===== config.mk =====
export PLATFORM = sky130hd
export DESIGN_NAME = ssubc_cell
export DESIGN_NICKNAME = d
export VERILOG_FILES = /design/src/rtl/core/sorted_store_upper_bound_count_unit_macros.svh /design/src/rtl/core/ssubc_pkg.sv /design/src/rtl/core/ssubc_cell.sv
export SDC_FILE = /design/constraint.sdc
export NUM_CORES = 1
export LEC_CHECK = 0
export BUFFER_PORTS_ARGS = -buffer_cell sky130_fd_sc_hd__clkbuf_2
export CORE_MARGIN = 2
export CORE_UTILIZATION = 35
export DETAILED_ROUTE_END_ITERATION = 8
export GPL_TIMING_DRIVEN = 0
export MAX_ROUTING_LAYER = met4
export PLACE_DENSITY = 0.53
export SLEW_MARGIN = 20
export SYNTH_ARGS = -nofsm -noshare
export SYNTH_HDL_FRONTEND = slang
export SYNTH_SLANG_ARGS = --single-unit

===== constraint.sdc =====
create_clock -name clk -period 6 [get_ports clk]
set_input_delay 0.3 -clock clk [delete_from_list [all_inputs] [get_ports clk]]
set_output_delay 0.3 -clock clk [all_outputs]
set_load 0.02 [all_outputs]

===== src/rtl/core/sorted_store_upper_bound_count_unit_macros.svh =====
// ----------------------------------------------------------------------------
// Assertion macros for the sorted store unit.
// Each macro expects clk and arst_n to be visible where it is used.
// ----------------------------------------------------------------------------
`ifndef SORTED_STORE_UPPER_BOUND_COUNT_UNIT_MACROS_SVH
`define SORTED_STORE_UPPER_BOUND_COUNT_UNIT_MACROS_SVH

// Same-cycle implication.
`define SSUBC_ASSERT_IMPL(lbl, ante, cons, msg) \
	lbl: assert property (@(posedge clk) disable iff (!arst_n) (ante) |-> (cons)) \
		else $error(msg);

// Next-cycle implication.
`define SSUBC_ASSERT_NEXT(lbl, ante, cons, msg) \
	lbl: assert property (@(posedge clk) disable iff (!arst_n) (ante) |=> (cons)) \
		else $error(msg);

`endif


===== src/rtl/core/ssubc_pkg.sv =====
// ----------------------------------------------------------------------------
// ssubc_pkg
// Types and constants shared by the sorted store unit and its cells.
// ----------------------------------------------------------------------------
`default_nettype none

package ssubc_pkg;

	localparam int unsigned KEY_W   = 32;
	localparam int unsigned FUNC_W  = 2;
	localparam int unsigned COUNT_W = 9;

	localparam logic [FUNC_W-1:0] FUNC_LOAD  = 2'd0;
	localparam logic [FUNC_W-1:0] FUNC_QUERY = 2'd1;
	localparam logic [FUNC_W-1:0] FUNC_CLEAR = 2'd2;

	// Flipping the sign bit makes unsigned order match signed order.
	localparam logic [KEY_W-1:0] SIGN_FLIP = 32'h8000_0000;

	typedef struct packed {
		logic vld;
		logic ins;
		logic qry;
		logic dropped;
	} ctl_t;

endpackage

`default_nettype wire


===== src/rtl/core/ssubc_cell.sv =====
// ----------------------------------------------------------------------------
// ssubc_cell
// One slot of the sorted chain. It holds one stored value and registers the
// beat passing through it, applying an insert step or a query count step.
// ----------------------------------------------------------------------------
`default_nettype none

module ssubc_cell #(
	parameter int unsigned IDX = 0,
	parameter int unsigned CW  = 9
) (
	input  wire logic                        clk,
	input  wire logic                        arst_n,
	input  wire logic                        en,
	input  wire ssubc_pkg::ctl_t             ctl_i,
	input  wire logic [ssubc_pkg::KEY_W-1:0] key_i,
	input  wire logic [CW-1:0]               n_i,
	input  wire logic [CW-1:0]               res_i,
	output ssubc_pkg::ctl_t                  ctl_o,
	output logic [ssubc_pkg::KEY_W-1:0]      key_o,
	output logic [CW-1:0]                    n_o,
	output logic [CW-1:0]                    res_o
);
	import ssubc_pkg::*;

	localparam logic [CW-1:0] IDX_W = CW'(IDX);

	logic [KEY_W-1:0] val_q;
	ctl_t             ctl_q;
	logic [KEY_W-1:0] key_q;
	logic [CW-1:0]    n_q;
	logic [CW-1:0]    res_q;

	logic occupied;
	logic le;
	logic place;
	logic displace;
	logic hit;
	ctl_t ctl_nxt;

	always_comb begin
		occupied    = IDX_W < n_i;
		le          = val_q <= key_i;
		place       = ctl_i.vld && ctl_i.ins && (IDX_W == n_i);
		displace    = ctl_i.vld && ctl_i.ins && occupied && !le;
		hit         = ctl_i.vld && ctl_i.qry && occupied && le;
		ctl_nxt     = ctl_i;
		ctl_nxt.ins = ctl_i.ins && !place;
	end

	always_ff @(posedge clk) begin
		if (en && (place || displace)) begin
			val_q <= key_i;
		end
	end

	always_ff @(posedge clk or negedge arst_n) begin
		if (!arst_n) begin
			ctl_q <= '0;
		end else if (en) begin
			ctl_q <= ctl_nxt;
		end
	end

	always_ff @(posedge clk) begin
		if (en) begin
			key_q <= displace ? val_q : key_i;
			n_q   <= n_i;
			res_q <= res_i + CW'(hit);
		end
	end

	assign ctl_o = ctl_q;
	assign key_o = key_q;
	assign n_o   = n_q;
	assign res_o = res_q;

endmodule

`default_nettype wire


==> reports/qor.yml <==
status: "finished, final reports clean"
num_vias: 2596
portBuffers: 110
crit_arrival_ps: 3340
whs_path_depth: 1
die_w_um: 113
synth.avg_cell_area_sq_um: 15.1
max_freq_mhz: 303
crit_path_max_fanout: 18
power_density_nw_per_um2: 269
gp_congestion: 0.718
grt-ovfl-total: 0
netlist_area_sq_um: 4130
hold_viol: 0
grt_usage_pct: 13.5
die_area_sq_um: 12700
vdd_drop_max_v: 0.000128
ys.warnings.count: 0
drive_gt1_share_pct: 40.0
ys_types: 35
place_ws_ps: 2590
insertion_delay_ps: 330
path_clk_slew_ps: 60
drt_iter0_markers: 106
firstDrtPassIters: 6
clock_skew_ps: 8.01
final_area_sq_um: 5220
r2r-start: "val_q[15]"
end_kind: "flop"
chipHeight_um: 113
ys_seq_area_share_pct: 62.1
total_power_mw: 1.40
rows: 39
worstMarginPinSlew_ps: 640
dp_hpwl_um: 6160
worst_slack_ps: 2700
cts_buffer_depth: 2
fill_cells: 1062
antenna_found_initial: 1
synth_nets: 365
reg2reg_depth: 8
grt_pass1_wl_um: 12900
hold_class: "in -> reg"
root_buffer: "clkbuf_16"
crit_required_ps: 6040
final_nets: 489
synth_cells: 274
finalCriticalPeriod_ps: 3300
p_leak_nw: 2.31
slew_violations: 0
finalSetupViolations: 0
grt_max_degree: 43
num_io_pins: 111
startpoint: "val_q[15]"
tritoncts: "done"
initial_core_util_pct: 36.0
drc: 0
drv_cap: 0
cts_made_buffers: 9
syn_to_final_growth_pct: 26.4
postPlaceCellArea_sq_um: 4920
fin_crit_sh_pct: 55.0
hp-start: "n_i[1]"
ant_nets: 0
core_sq_um: 11500
grt_setup_unrepaired: "false"
post_drt_wl_per_cell_um: 14.9
critPathKind: "reg -> reg"
clkSinkCount: 86
postCtsSetupBuffers: 0
viasPerCell: 4.75
grt_pass1_vias: 2595
utilization_pct: 45.5
routed_wl_um: 8150
htreeDepth: 3
maxSlewHeadroom_pct: 56.9
start_kind: "flop"
synth.ff_latch_count: 86
placed cells by master (no fill, tap or decap), drive strengths merged, types with 2 or more instances in the layout:
cell / instances
nor2: 4
mux2: 35
dfrtp: 4
ha: 34
clkinvlp: 2
a31oi: 2
or4: 3
a21o: 2
xnor2: 6
inv: 33
clkbuf: 121
nor3: 2
nand2: 9
buf: 5
nor4: 2
edfxtp: 82
nand4: 12
nand3: 9
and3: 2
clkinv: 3
o21ai: 5
a21oi: 14
cell families (layout without fill, tap and decap cells):
kind of cell | after synthesis | count (layout) | synth area share (%)
XOR/XNOR | 7 | 7 | 1.49
adder cells (fa/ha/maj) | 34 | 34 | 10.3
AND/OR/NAND/NOR | 46 | 46 | 6.18
multiplexers | 35 | 35 | 11.4
flip-flops | 86 | 86 | 62.1
buffers and inverters | 36 | 165 | 3.82
other | 0 | 1 | 0
AO/OA/AOI/OAI | 30 | 30 | 4.76
synth_stat cells:
cell type  number  area, sq um
a41oi_4         1         27.5
o21a_1          1         7.51
nor2b_1         1         6.26
nor2_1          4         15.0
ha_1           34          425
xnor2_1         6         52.6
edfxtp_1       82         2460
a22oi_1         1         7.51
nand4_1        11         68.8
mux2_1          9          101
buf_6           3         33.8
nand3_1         9         45.0
or4_1           2         15.0
o21ai_0         4         20.0
mux2_4         20          300
and3_1          2         12.5
xor2_1          1         8.76
a2111oi_0       1         8.76
nor4_1          2         12.5
a21oi_1        14         70.1
a21boi_0        1         7.51
a31oi_1         2         12.5
mux2_2          6         67.6
and2_1          1         6.26
nand2b_1        1         6.26
o211ai_1        1         7.51
nand2_1         9         33.8
nor3_1          2         10.0
a21o_1          2         15.0
o21ai_1         1         5.00
dfrtp_1         4          100
nand4_2         1         12.5
a211oi_1        1         7.51
inv_1          33          124
or4_4           1         11.3
path summary, 6_finish.rpt:
| kind | slack, ps | to |
|---|---|---|
| min in group asynchronous | 310 | ctl_o[1] |
| min reg2reg | 510 | ctl_o[3] |
| max | 2700 | val_q[1] |
| max reg2reg | 2700 | val_q[1] |
| max in group asynchronous | 5570 | ctl_o[2] |
| min | 160 | n_o[1] |
report_power, final:
| group | internal (mW) | switching, mW | leakage (nW) |
|---|---|---|---|
| Combinational | 0.0710 | 0.0964 | 1.34 |
| Sequential | 0.692 | 0.00928 | 0.827 |
| Clock | 0.303 | 0.231 | 0.138 |
| Total | 1.07 | 0.336 | 2.31 |
through the flow:
step | std cells | hold WS, ps | setup TNS [ps]
floorplan | 274 | 4.41 | 0
global placement | 527 | 112 | -25230
detailed placement | 529 | 114 | 0
CTS | 546 | 149 | 0
global route | 547 | 147 | 0
finish | 547 | 161 | 0
critical path, stage by stage, from the launching register on:
cell and delay [ps]:
edfxtp_1 400, ha_1 340, nand4_1 240, a2111oi_0 510, or4_1 280, a41oi_4 200, buf_6 240, a21boi_4 540
buf_16 240
per-layer routing:
metal	vias to the layer above	track usage, %	wire [um]
li1	1286	-	-
met3	8	3.62	482
met4	0	4.96	104
met5	-	-	0
met2	70	20.3	3720
met1	1232	17.6	3840
what timing repair did:
action | CTS | global route
hold buffers | 1 | 0
hold endpoints to repair | 4 | 0
gates resized for setup | 0 | 0
area by class of cell:
type | instances | area, sq um | share of cell area [%]
plain buffers | 3 | 33.8 | 0.647
diodes | 1 | 2.50 | 0.0480
multi-input cells | 152 | 1420 | 27.2
well taps | 143 | 179 | 3.43
repair buffers | 113 | 611 | 11.7
inverters | 33 | 124 | 2.37
clock buffers | 11 | 253 | 4.84
flip-flops and latches | 86 | 2560 | 49.1
clock inverters | 5 | 33.8 | 0.647
flip-flops by register name (all words and copies together), names as in the netlist:
| name | count |
|---|---|
| ctl_o | 4 |
| key_o | 32 |
| res_o | 9 |
| n_o | 9 |
| val_q | 32 |
Note: power is estimated with default switching activity, not from simulation.
